<file path="src/sv/rfd_pkg.sv">
// Shared types and constants for the remote frame decoder.
// Used by rfd_unpack, rfd_shooter and the top level; depends on nothing.
package rfd_pkg;

  localparam int FRAME_BYTES = 16;
  localparam int LAST_BYTE   = FRAME_BYTES - 1;

  localparam logic [7:0]  HOLD_FRAMES_RST = 8'd50;
  localparam logic [10:0] STICK_MASK      = 11'h7FF;
  // Minus 1024 in 12-bit two's complement.
  localparam logic [11:0] STICK_OFFSET    = 12'hC00;
  localparam logic [7:0]  BUTTON_PRESSED  = 8'd1;

  typedef logic [7:0] byte_t;
  typedef byte_t [FRAME_BYTES-1:0] frame_t;

  // Fields unpacked from one complete frame.
  typedef struct packed {
    logic [3:0][11:0] stick;
    logic [1:0]       s1;
    logic [1:0]       s2;
    logic [15:0]      mouse_dx;
    logic [15:0]      mouse_dy;
    logic [15:0]      key_bits;
    byte_t            mouse_left;
    byte_t            mouse_right;
  } fields_t;

  // Inputs to the shooter control for one frame.
  typedef struct packed {
    logic       ramp_done;
    logic [1:0] s1;
    logic [1:0] s2;
    byte_t      mouse_left;
    byte_t      mouse_right;
  } shoot_in_t;

  // Control state after the frame has been applied.
  typedef struct packed {
    logic [1:0] mode;
    logic [1:0] friction;
    logic       feeder;
  } shoot_out_t;

endpackage

</file>
<file path="src/sv/rfd_unpack.sv">
// Unpacks stick channels, switches, mouse and keys from a 16-byte frame.
// Depends on rfd_pkg.
module rfd_unpack (
  input  rfd_pkg::frame_t  frame,
  output rfd_pkg::fields_t fields
);

  logic [10:0] ch0, ch1, ch2, ch3;
  logic        all_nonzero;

  assign ch0 = {frame[1][2:0], frame[0]} & rfd_pkg::STICK_MASK;
  assign ch1 = {frame[2][5:0], frame[1][7:3]};
  assign ch2 = {frame[4][0], frame[3], frame[2][7:6]};
  assign ch3 = {frame[5][3:0], frame[4][7:1]};

  // Centering is applied only when every channel reports a nonzero value.
  assign all_nonzero = (ch0 != '0) && (ch1 != '0) && (ch2 != '0) && (ch3 != '0);

  always_comb begin
    fields.stick[0] = {1'b0, ch0};
    fields.stick[1] = {1'b0, ch1};
    fields.stick[2] = {1'b0, ch2};
    fields.stick[3] = {1'b0, ch3};
    if (all_nonzero) begin
      fields.stick[0] = {1'b0, ch0} + rfd_pkg::STICK_OFFSET;
      fields.stick[1] = {1'b0, ch1} + rfd_pkg::STICK_OFFSET;
      fields.stick[2] = {1'b0, ch2} + rfd_pkg::STICK_OFFSET;
      fields.stick[3] = {1'b0, ch3} + rfd_pkg::STICK_OFFSET;
    end
    fields.s1          = frame[5][5:4];
    fields.s2          = frame[5][7:6];
    fields.mouse_dx    = {frame[7], frame[6]};
    fields.mouse_dy    = {frame[9], frame[8]};
    fields.key_bits    = {frame[15], frame[14]};
    fields.mouse_left  = frame[12];
    fields.mouse_right = frame[13];
  end

endmodule

</file>
<file path="src/sv/rfd_shooter.sv">
// Mode selection and friction/feeder control, advanced once per frame.
// Depends on rfd_pkg. The next-state values are handed to the result register.
module rfd_shooter (
  input  logic                  clk,
  input  logic                  rst_n,
  input  logic                  step_en,
  input  logic [7:0]            hold_frames,
  input  rfd_pkg::shoot_in_t    sin,
  output rfd_pkg::shoot_out_t   sout
);

  typedef enum logic [1:0] {
    MODE_PREPARE  = 2'd0,
    MODE_REMOTE   = 2'd1,
    MODE_STOP     = 2'd2,
    MODE_KEYBOARD = 2'd3
  } mode_t;

  typedef enum logic [1:0] {
    FRI_OFF  = 2'd0,
    FRI_WAIT = 2'd1,
    FRI_ON   = 2'd2
  } fri_t;

  mode_t      mode_r, mode_nxt;
  fri_t       fri_r, fri_nxt;
  logic       feeder_r, feeder_nxt;
  logic [8:0] cnt_r, cnt_nxt;
  logic       lock_r, lock_nxt;
  logic [7:0] prev_right_r, prev_right_nxt;
  logic [1:0] prev_s2_r, prev_s2_nxt;

  logic [8:0] cnt_inc, cnt_tmp;
  logic       lock_tmp;
  logic       r_one, r_zero, l_one, s2_down2, s2_up;

  assign cnt_inc  = cnt_r + 9'd1;
  assign r_one    = (sin.mouse_right == rfd_pkg::BUTTON_PRESSED);
  assign r_zero   = (sin.mouse_right == 8'd0);
  assign l_one    = (sin.mouse_left == rfd_pkg::BUTTON_PRESSED);
  assign s2_down2 = ({1'b0, sin.s2} + 3'd2) == {1'b0, prev_s2_r};
  assign s2_up    = {1'b0, sin.s2} == ({1'b0, prev_s2_r} + 3'd1);

  always_comb begin
    mode_nxt       = mode_r;
    fri_nxt        = fri_r;
    feeder_nxt     = feeder_r;
    cnt_nxt        = cnt_r;
    lock_nxt       = lock_r;
    prev_right_nxt = prev_right_r;
    prev_s2_nxt    = prev_s2_r;
    cnt_tmp        = '0;
    lock_tmp       = lock_r;
    if (step_en) begin
      if (!sin.ramp_done) begin
        mode_nxt = MODE_PREPARE;
      end else begin
        unique case (sin.s1)
          2'd1:    mode_nxt = MODE_REMOTE;
          2'd2:    mode_nxt = MODE_STOP;
          2'd3:    mode_nxt = MODE_KEYBOARD;
          default: mode_nxt = mode_r;
        endcase
      end

      if (mode_nxt == MODE_REMOTE) begin
        prev_s2_nxt = sin.s2;
        // A drop of two switch positions toggles the friction wheels.
        if (s2_down2) begin
          unique case (fri_r)
            FRI_OFF: fri_nxt = FRI_ON;
            FRI_ON:  fri_nxt = FRI_OFF;
            default: fri_nxt = fri_r;
          endcase
        end
        if (fri_nxt == FRI_ON && prev_s2_r == 2'd3 && sin.s2 == 2'd2) begin
          feeder_nxt = 1'b1;
        end
        if (feeder_nxt && s2_up) begin
          feeder_nxt = 1'b0;
        end
      end else if (mode_nxt == MODE_KEYBOARD) begin
        prev_right_nxt = sin.mouse_right;
        unique case (fri_r)
          FRI_OFF: begin
            feeder_nxt = 1'b0;
            if (prev_right_r == 8'd0 && r_one) begin
              fri_nxt = FRI_WAIT;
            end
          end
          FRI_WAIT: begin
            cnt_tmp = r_one ? cnt_inc : 9'd0;
            if (cnt_tmp == {1'b0, hold_frames}) begin
              lock_nxt = 1'b1;
              cnt_nxt  = '0;
              fri_nxt  = FRI_ON;
            end else begin
              cnt_nxt = cnt_tmp;
            end
          end
          FRI_ON: begin
            // Releasing the right button frees the lock taken on arming.
            if (prev_right_r == rfd_pkg::BUTTON_PRESSED && r_zero) begin
              lock_tmp = 1'b0;
            end
            cnt_tmp  = (r_one && !lock_tmp) ? cnt_inc : 9'd0;
            lock_nxt = lock_tmp;
            if (cnt_tmp > {1'b0, hold_frames}) begin
              cnt_nxt = '0;
              fri_nxt = FRI_OFF;
            end else begin
              cnt_nxt = cnt_tmp;
            end
            feeder_nxt = l_one;
          end
          default: fri_nxt = fri_r;
        endcase
      end
    end
  end

  always_ff @(posedge clk) begin
    if (!rst_n) begin
      mode_r       <= MODE_PREPARE;
      fri_r        <= FRI_OFF;
      feeder_r     <= 1'b0;
      cnt_r        <= '0;
      lock_r       <= 1'b0;
      prev_right_r <= '0;
      prev_s2_r    <= '0;
    end else begin
      mode_r       <= mode_nxt;
      fri_r        <= fri_nxt;
      feeder_r     <= feeder_nxt;
      cnt_r        <= cnt_nxt;
      lock_r       <= lock_nxt;
      prev_right_r <= prev_right_nxt;
      prev_s2_r    <= prev_s2_nxt;
    end
  end

  assign sout.mode     = mode_nxt;
  assign sout.friction = fri_nxt;
  assign sout.feeder   = feeder_nxt;

  a_state_holds_without_frame: assert property (@(posedge clk) disable iff (!rst_n)
    !step_en |=> $stable(mode_r) && $stable(fri_r) && $stable(cnt_r) && $stable(lock_r))
    else $error("shooter state changed without a frame");

  a_ramp_forces_prepare: assert property (@(posedge clk) disable iff (!rst_n)
    step_en && !sin.ramp_done |=> mode_r == MODE_PREPARE)
    else $error("mode not prepare after frame with ramp not done");

  a_arm_takes_lock: assert property (@(posedge clk) disable iff (!rst_n)
    fri_r == FRI_ON && $past(fri_r) == FRI_WAIT && $past(rst_n) |-> lock_r && cnt_r == '0)
    else $error("arming friction did not take the hold lock");

endmodule

</file>
<file path="src/sv/remote_frame_decoder_with_shooter_fsm_top.sv">
// Top level of the remote frame decoder with shooter control.
// Depends on rfd_pkg, rfd_unpack and rfd_shooter.
//
//   channel  direction  handshake              payload
//   in_      input      in_valid / in_ready    data_byte, byte_index, ramp_done
//   out_     output     out_valid / out_ready  sticks, switches, mouse, keys, mode, ...
//   cfg_     input      cfg_valid / cfg_ready  hold_frames
//
// One byte per cycle while in_ready is high; a result appears the cycle after byte 15.
// Bytes with positions 0 to 14 and 16 and up produce no result and are never stalled
// unless the result register is full and not being drained.
// in_ready is low only while a result waits and out_ready is low.
// Synchronous reset clears the frame store, the control state and hold_frames to 50.
// cfg_ready is always high.
module remote_frame_decoder_with_shooter_fsm_top (
  input  logic               clk,
  input  logic               rst_n,
  input  logic               in_valid,
  output logic               in_ready,
  input  logic [7:0]         in_data_byte,
  input  logic [4:0]         in_byte_index,
  input  logic               in_ramp_done,
  output logic               out_valid,
  input  logic               out_ready,
  output logic signed [11:0] out_stick_ch0,
  output logic signed [11:0] out_stick_ch1,
  output logic signed [11:0] out_stick_ch2,
  output logic signed [11:0] out_stick_ch3,
  output logic [1:0]         out_switch_one,
  output logic [1:0]         out_switch_two,
  output logic signed [15:0] out_mouse_dx,
  output logic signed [15:0] out_mouse_dy,
  output logic [15:0]        out_key_bits,
  output logic [1:0]         out_mode,
  output logic [1:0]         out_friction,
  output logic               out_feeder,
  input  logic               cfg_valid,
  output logic               cfg_ready,
  input  logic [7:0]         cfg_hold_frames
);

  rfd_pkg::frame_t     store_r;
  rfd_pkg::frame_t     frame_view;
  rfd_pkg::fields_t    fields;
  rfd_pkg::shoot_in_t  sin;
  rfd_pkg::shoot_out_t sout;

  logic [7:0] hold_frames_r;
  logic       in_fire, store_en, step_en;

  logic             out_valid_r;
  logic [3:0][11:0] stick_r;
  logic [1:0]       s1_r, s2_r;
  logic [15:0]      dx_r, dy_r, keys_r;
  rfd_pkg::shoot_out_t status_r;

  assign in_ready  = !out_valid_r || out_ready;
  assign cfg_ready = 1'b1;
  assign in_fire   = in_valid && in_ready;
  assign store_en  = in_fire && !in_byte_index[4];
  assign step_en   = in_fire && (in_byte_index == 5'(rfd_pkg::LAST_BYTE));

  // The last byte is decoded in the cycle it arrives, alongside the stored ones.
  always_comb begin
    frame_view = store_r;
    frame_view[rfd_pkg::LAST_BYTE] = in_data_byte;
  end

  rfd_unpack u_unpack (
    .frame  (frame_view),
    .fields (fields)
  );

  assign sin.ramp_done   = in_ramp_done;
  assign sin.s1          = fields.s1;
  assign sin.s2          = fields.s2;
  assign sin.mouse_left  = fields.mouse_left;
  assign sin.mouse_right = fields.mouse_right;

  rfd_shooter u_shooter (
    .clk         (clk),
    .rst_n       (rst_n),
    .step_en     (step_en),
    .hold_frames (hold_frames_r),
    .sin         (sin),
    .sout        (sout)
  );

  always_ff @(posedge clk) begin
    if (!rst_n) begin
      store_r       <= '0;
      hold_frames_r <= rfd_pkg::HOLD_FRAMES_RST;
      out_valid_r   <= 1'b0;
    end else begin
      if (store_en) begin
        store_r[in_byte_index[3:0]] <= in_data_byte;
      end
      if (cfg_valid && cfg_ready) begin
        hold_frames_r <= cfg_hold_frames;
      end
      if (step_en) begin
        out_valid_r <= 1'b1;
      end else if (out_ready) begin
        out_valid_r <= 1'b0;
      end
    end
  end

  always_ff @(posedge clk) begin
    if (step_en) begin
      stick_r  <= fields.stick;
      s1_r     <= fields.s1;
      s2_r     <= fields.s2;
      dx_r     <= fields.mouse_dx;
      dy_r     <= fields.mouse_dy;
      keys_r   <= fields.key_bits;
      status_r <= sout;
    end
  end

  assign out_valid      = out_valid_r;
  assign out_stick_ch0  = stick_r[0];
  assign out_stick_ch1  = stick_r[1];
  assign out_stick_ch2  = stick_r[2];
  assign out_stick_ch3  = stick_r[3];
  assign out_switch_one = s1_r;
  assign out_switch_two = s2_r;
  assign out_mouse_dx   = dx_r;
  assign out_mouse_dy   = dy_r;
  assign out_key_bits   = keys_r;
  assign out_mode       = status_r.mode;
  assign out_friction   = status_r.friction;
  assign out_feeder     = status_r.feeder;

endmodule
</file>
<file path="config.mk">
export PLATFORM = sky130hd
export DESIGN_NAME = remote_frame_decoder_with_shooter_fsm_top
export DESIGN_NICKNAME = d
export VERILOG_FILES = /design/src/sv/rfd_pkg.sv /design/src/sv/rfd_unpack.sv /design/src/sv/rfd_shooter.sv /design/src/sv/remote_frame_decoder_with_shooter_fsm_top.sv
export SDC_FILE = /design/constraint.sdc
export NUM_CORES = 1
export LEC_CHECK = 0
export BUFFER_PORTS_ARGS = -buffer_cell sky130_fd_sc_hd__buf_4
export CORE_MARGIN = 5
export CORE_UTILIZATION = 45
export CTS_BUF_LIST = sky130_fd_sc_hd__clkbuf_8
export DETAILED_ROUTE_END_ITERATION = 12
export PLACE_DENSITY = 0.7
export SYNTH_ARGS = -nofsm -noshare
export SYNTH_HDL_FRONTEND = slang
export SYNTH_SLANG_ARGS = --single-unit
</file>
<file path="constraint.sdc">
create_clock -name clk -period 10.7 [get_ports clk]
set_clock_uncertainty 0.15 [all_clocks]
set_input_delay 1.605 -clock clk [delete_from_list [all_inputs] [get_ports clk]]
set_output_delay 1.605 -clock clk [all_outputs]
set_load 0.005 [all_outputs]
</file>
==> implementation parameters <==
Parameter                              Value

Status
  Outcome    complete, no violations

Setup path
  Critical-path cell with the highest stage delay    a21oi_1
  Critical path's most frequent cell    a21oi_1
  Endpoint class of the critical path    flip-flop
  Critical-path maximum fanout    9
  Critical path's largest stage delay    0.58 ns
  Arrival @ worst endpoint    4.14 ns
  Element type at the critical path start    flip-flop
  Required time at the worst-slack endpoint    10.84 ns
  Type of the worst setup path    reg -> reg
  Critical path cell sequence    ha_1, nand2_1, o21ai_0, a21oi_1, ha_1, a21o_1, a21oi_1, a22o_1, a21oi_1, o2111a_1, o21ai_0, or2_2

Yosys
  Number of synthesized flops with an enable pin    approximately 110
  Total of warnings raised by yosys    0
  Synth top area share    between 30 and 40%
  Post-synthesis cell type with the largest combined area    edfxtp_1
  Mean instance size in the synthesized netlist    10.9 um2
  Top cells by area in the synthesized netlist    edfxtp_1 (33%), dfxtp_1 (29%), mux2i_1 (4.7%)
  Top flip-flop cell by instance count after synthesis    dfxtp_1
  Nets in the synthesized netlist    922
  Post-synthesis cell area    0.00957 mm2
  Part of the Yosys area used for sequential elements    61.8%
  Total of flip-flops plus latches after synthesis    243
  FFs w/ async S/R, synth    0%
  Synth unique cells    71
  Synth Instances    approximately 880

Floorplanning
  Core ar.    between 0.02 and 0.025 mm2
  Total die area    0.0243 mm2
  Vertical extent of the die    around 160 um
  Horizontal die dimension    156 um
  Count of standard-cell rows    53
  # IOs    ~140
  Initial core utilization    45.7%

STA
  Hold Vio Cnt, Final    0
  Final critical-path required period    4.00 ns
  Slew at the pin closest to its max-slew limit    1.08 ns
  Final cycle utilization of the critical path    ~37%
  Setup total negative slack    0 ns
  Slew headroom    27.8%
  Max frequency    250 MHz
  Worst setup slack after layout    between 6 and 7 ns
  Smallest hold slack    ~0.27 ns
  Final Setup Violations    0
  Unrepaired setup endpoints after global routing    false
  Max-slew violation count    0

Power and ir drop
  Largest vdd supply drop    0.0851 mV
  Static leakage power    4.48 nW
  PD cells    156 mW/mm2

Finish
  Share of layout cells above drive strength 1    20.2%
  Utilization after layout    55.1%
  Area added between synthesis and finish    20.8%
  Final layout net count    1,057
  Ant diodes    0
  Post-route cell area    0.0116 mm2

Hold path
  Hold Path Class    reg -> reg

CTS
  Maximum clock insertion buffer count    3
  TritonCTS clock tree    done
  Hold buffers post-CTS    0
  Maximum level of the CTS H-tree    2
  Post-cts sizing count    0
  CTS sink count    243
  Latest clock arrival within the worst-skew pair    0.55 ns
  Number of buffers inserted during clock tree synthesis    40
  Post-CTS setup repair buffer count    0
  Clock-pin slew on the worst setup and hold paths    roughly 0.060 ns
  Clock root cell    clkbuf_8

Drt
  Wire length per cell    17.2 um
  Total length of routed wires    22,700 um
  Topmost layer with routed signal wires    met4
  Count of routing violations after the opening detailed-route iteration    slightly above 600
  Vias per inst    5.38
  Met1 wire length    9990 um
  Met3 wire len    1500 um
  DR vias    between 7,000 and 8,000
  Met2 routed WL    10,800 um
  Antenna Violating Nets Remaining    0
  DR DRC count    0
  Pre-antenna DRT Iters    5

Placement
  Number of buffers inserted by port buffering    133
  Dpl hpwl    15,100 um
  Worst slack at placement    6.33 ns
  Post-placement cell area    ~0.011 mm2
  RD Place Congestion    slightly above 0.8

Global routing
  All-Layer GR Usage    18.7%
  Pin count of the biggest net entering global routing    98
  Total gr overflow    0
  Initial antenna violation count    0
  Number of global-route vias before repair    6,789
  First-pass GRT wire length    36,600 um

Run
  # Max-Cap Violations    0
-- registers in the layout, summed over array words and instances, names as in the netlist, 8 cells and up --
register / count
u_shooter.prev_right_r: 8
out_stick_ch2: 12
out_mouse_dy: 16
out_stick_ch0: 12
out_key_bits: 16
out_mouse_dx: 16
hold_frames_r: 8
u_shooter.cnt_r: 9
frame_view: 104
out_stick_ch3: 12
out_stick_ch1: 12
-- where the power goes --
part | internal, mW | switching (mW) | leakage, nW
clock network | 0.413 | 0.361 | 0.454
registers | 0.968 | 0.00456 | 2.26
logic | 0.0195 | 0.0417 | 1.77
total | 1.40 | 0.408 | 4.48
-- placed cells by master, fill, tap and decap left out, types with 3 or more instances in the layout --
cell type	n
nand2_1	101
a221oi_1	5
clkbuf_8	45
inv_1	31
nor3_1	16
edfxtp_1	105
ha_1	14
xor2_1	4
nand4_1	6
a21o_1	3
nor4_1	13
a211oi_1	3
mux2i_1	45
o221ai_1	5
o21ai_0	28
dfxtp_1	138
a21oi_1	87
nor2b_1	10
buf_4	143
and2_1	6
nand3_1	80
clkinv_2	5
nor4b_1	4
nor2_1	72
clkinv_1	3
xnor2_1	7
o211ai_1	5
o21a_1	5
-- routing by layer --
layer  global-route usage [%]  vias up
met3                     4.41       34
met5                        0        -
met1                     25.5     3379
met4                     5.46        0
li1                         -     3476
met2                     29.9      223
-- stage by stage --
step	power, mW	std cells
6_report	1.81	1322
5_1_grt	1.88	1322
4_1_cts	1.83	1322
3_5_place_dp	1.05	1249
3_3_place_gp	1.05	1249
2_1_floorplan	1.03	881
-- cells in the mapped netlist, drive strengths merged (6+ instances only) --
| cell | count |
|---|---|
| dfxtp | 138 |
| edfxtp | 105 |
| nand2 | 101 |
| a21oi | 88 |
| nand3 | 81 |
| nor2 | 73 |
| mux2i | 45 |
| clkbuf | 42 |
| o21ai | 28 |
| nor3 | 18 |
| inv | 16 |
| nor4 | 15 |
| ha | 14 |
| nor2b | 11 |
| buf | 8 |
| xnor2 | 7 |
| and2 | 6 |
| nand4 | 6 |
-- cell type report --
class                   instances  area (um2)
inverters                      17        67.6
clock buffers                  45         619
well taps                     275         344
multi-input cells             571        3380
clock inverters                28         156
fillers                      1876        9400
repair buffers                143        1070
flip-flops and latches        243        5920
-- kinds of logic after synthesis --
logic type               share of synthesized area (%)
AO/OA/AOI/OAI                                     10.3
XOR/XNOR                                          1.24
adder cells (fa/ha/maj)                           1.83
buffers and inverters                             2.96
flip-flops                                        61.8
multiplexers                                      4.71
other                                           0.0392
AND/OR/NAND/NOR                                   17.1
-- critical path, delay by kind of cell (launching register included) --
family	cells	cell delay, ns
DFF	1	0.51
AOI/OAI and AO/OA	8	1.98
and+or+nand+nor	2	0.42
adders and majority gates	2	0.69
-- path summary, 6_finish.rpt --
check	startpoint	to	slack, ns	cells after the start
min	frame_view[118]	out_key_bits[6]	0.27	0
max	u_shooter.cnt_r[0]	out_friction[1]	6.70	12
max reg2reg	u_shooter.cnt_r[0]	out_friction[1]	6.70	12
min reg2reg	frame_view[118]	out_key_bits[6]	0.27	0
(Power assumes the default switching activity.)
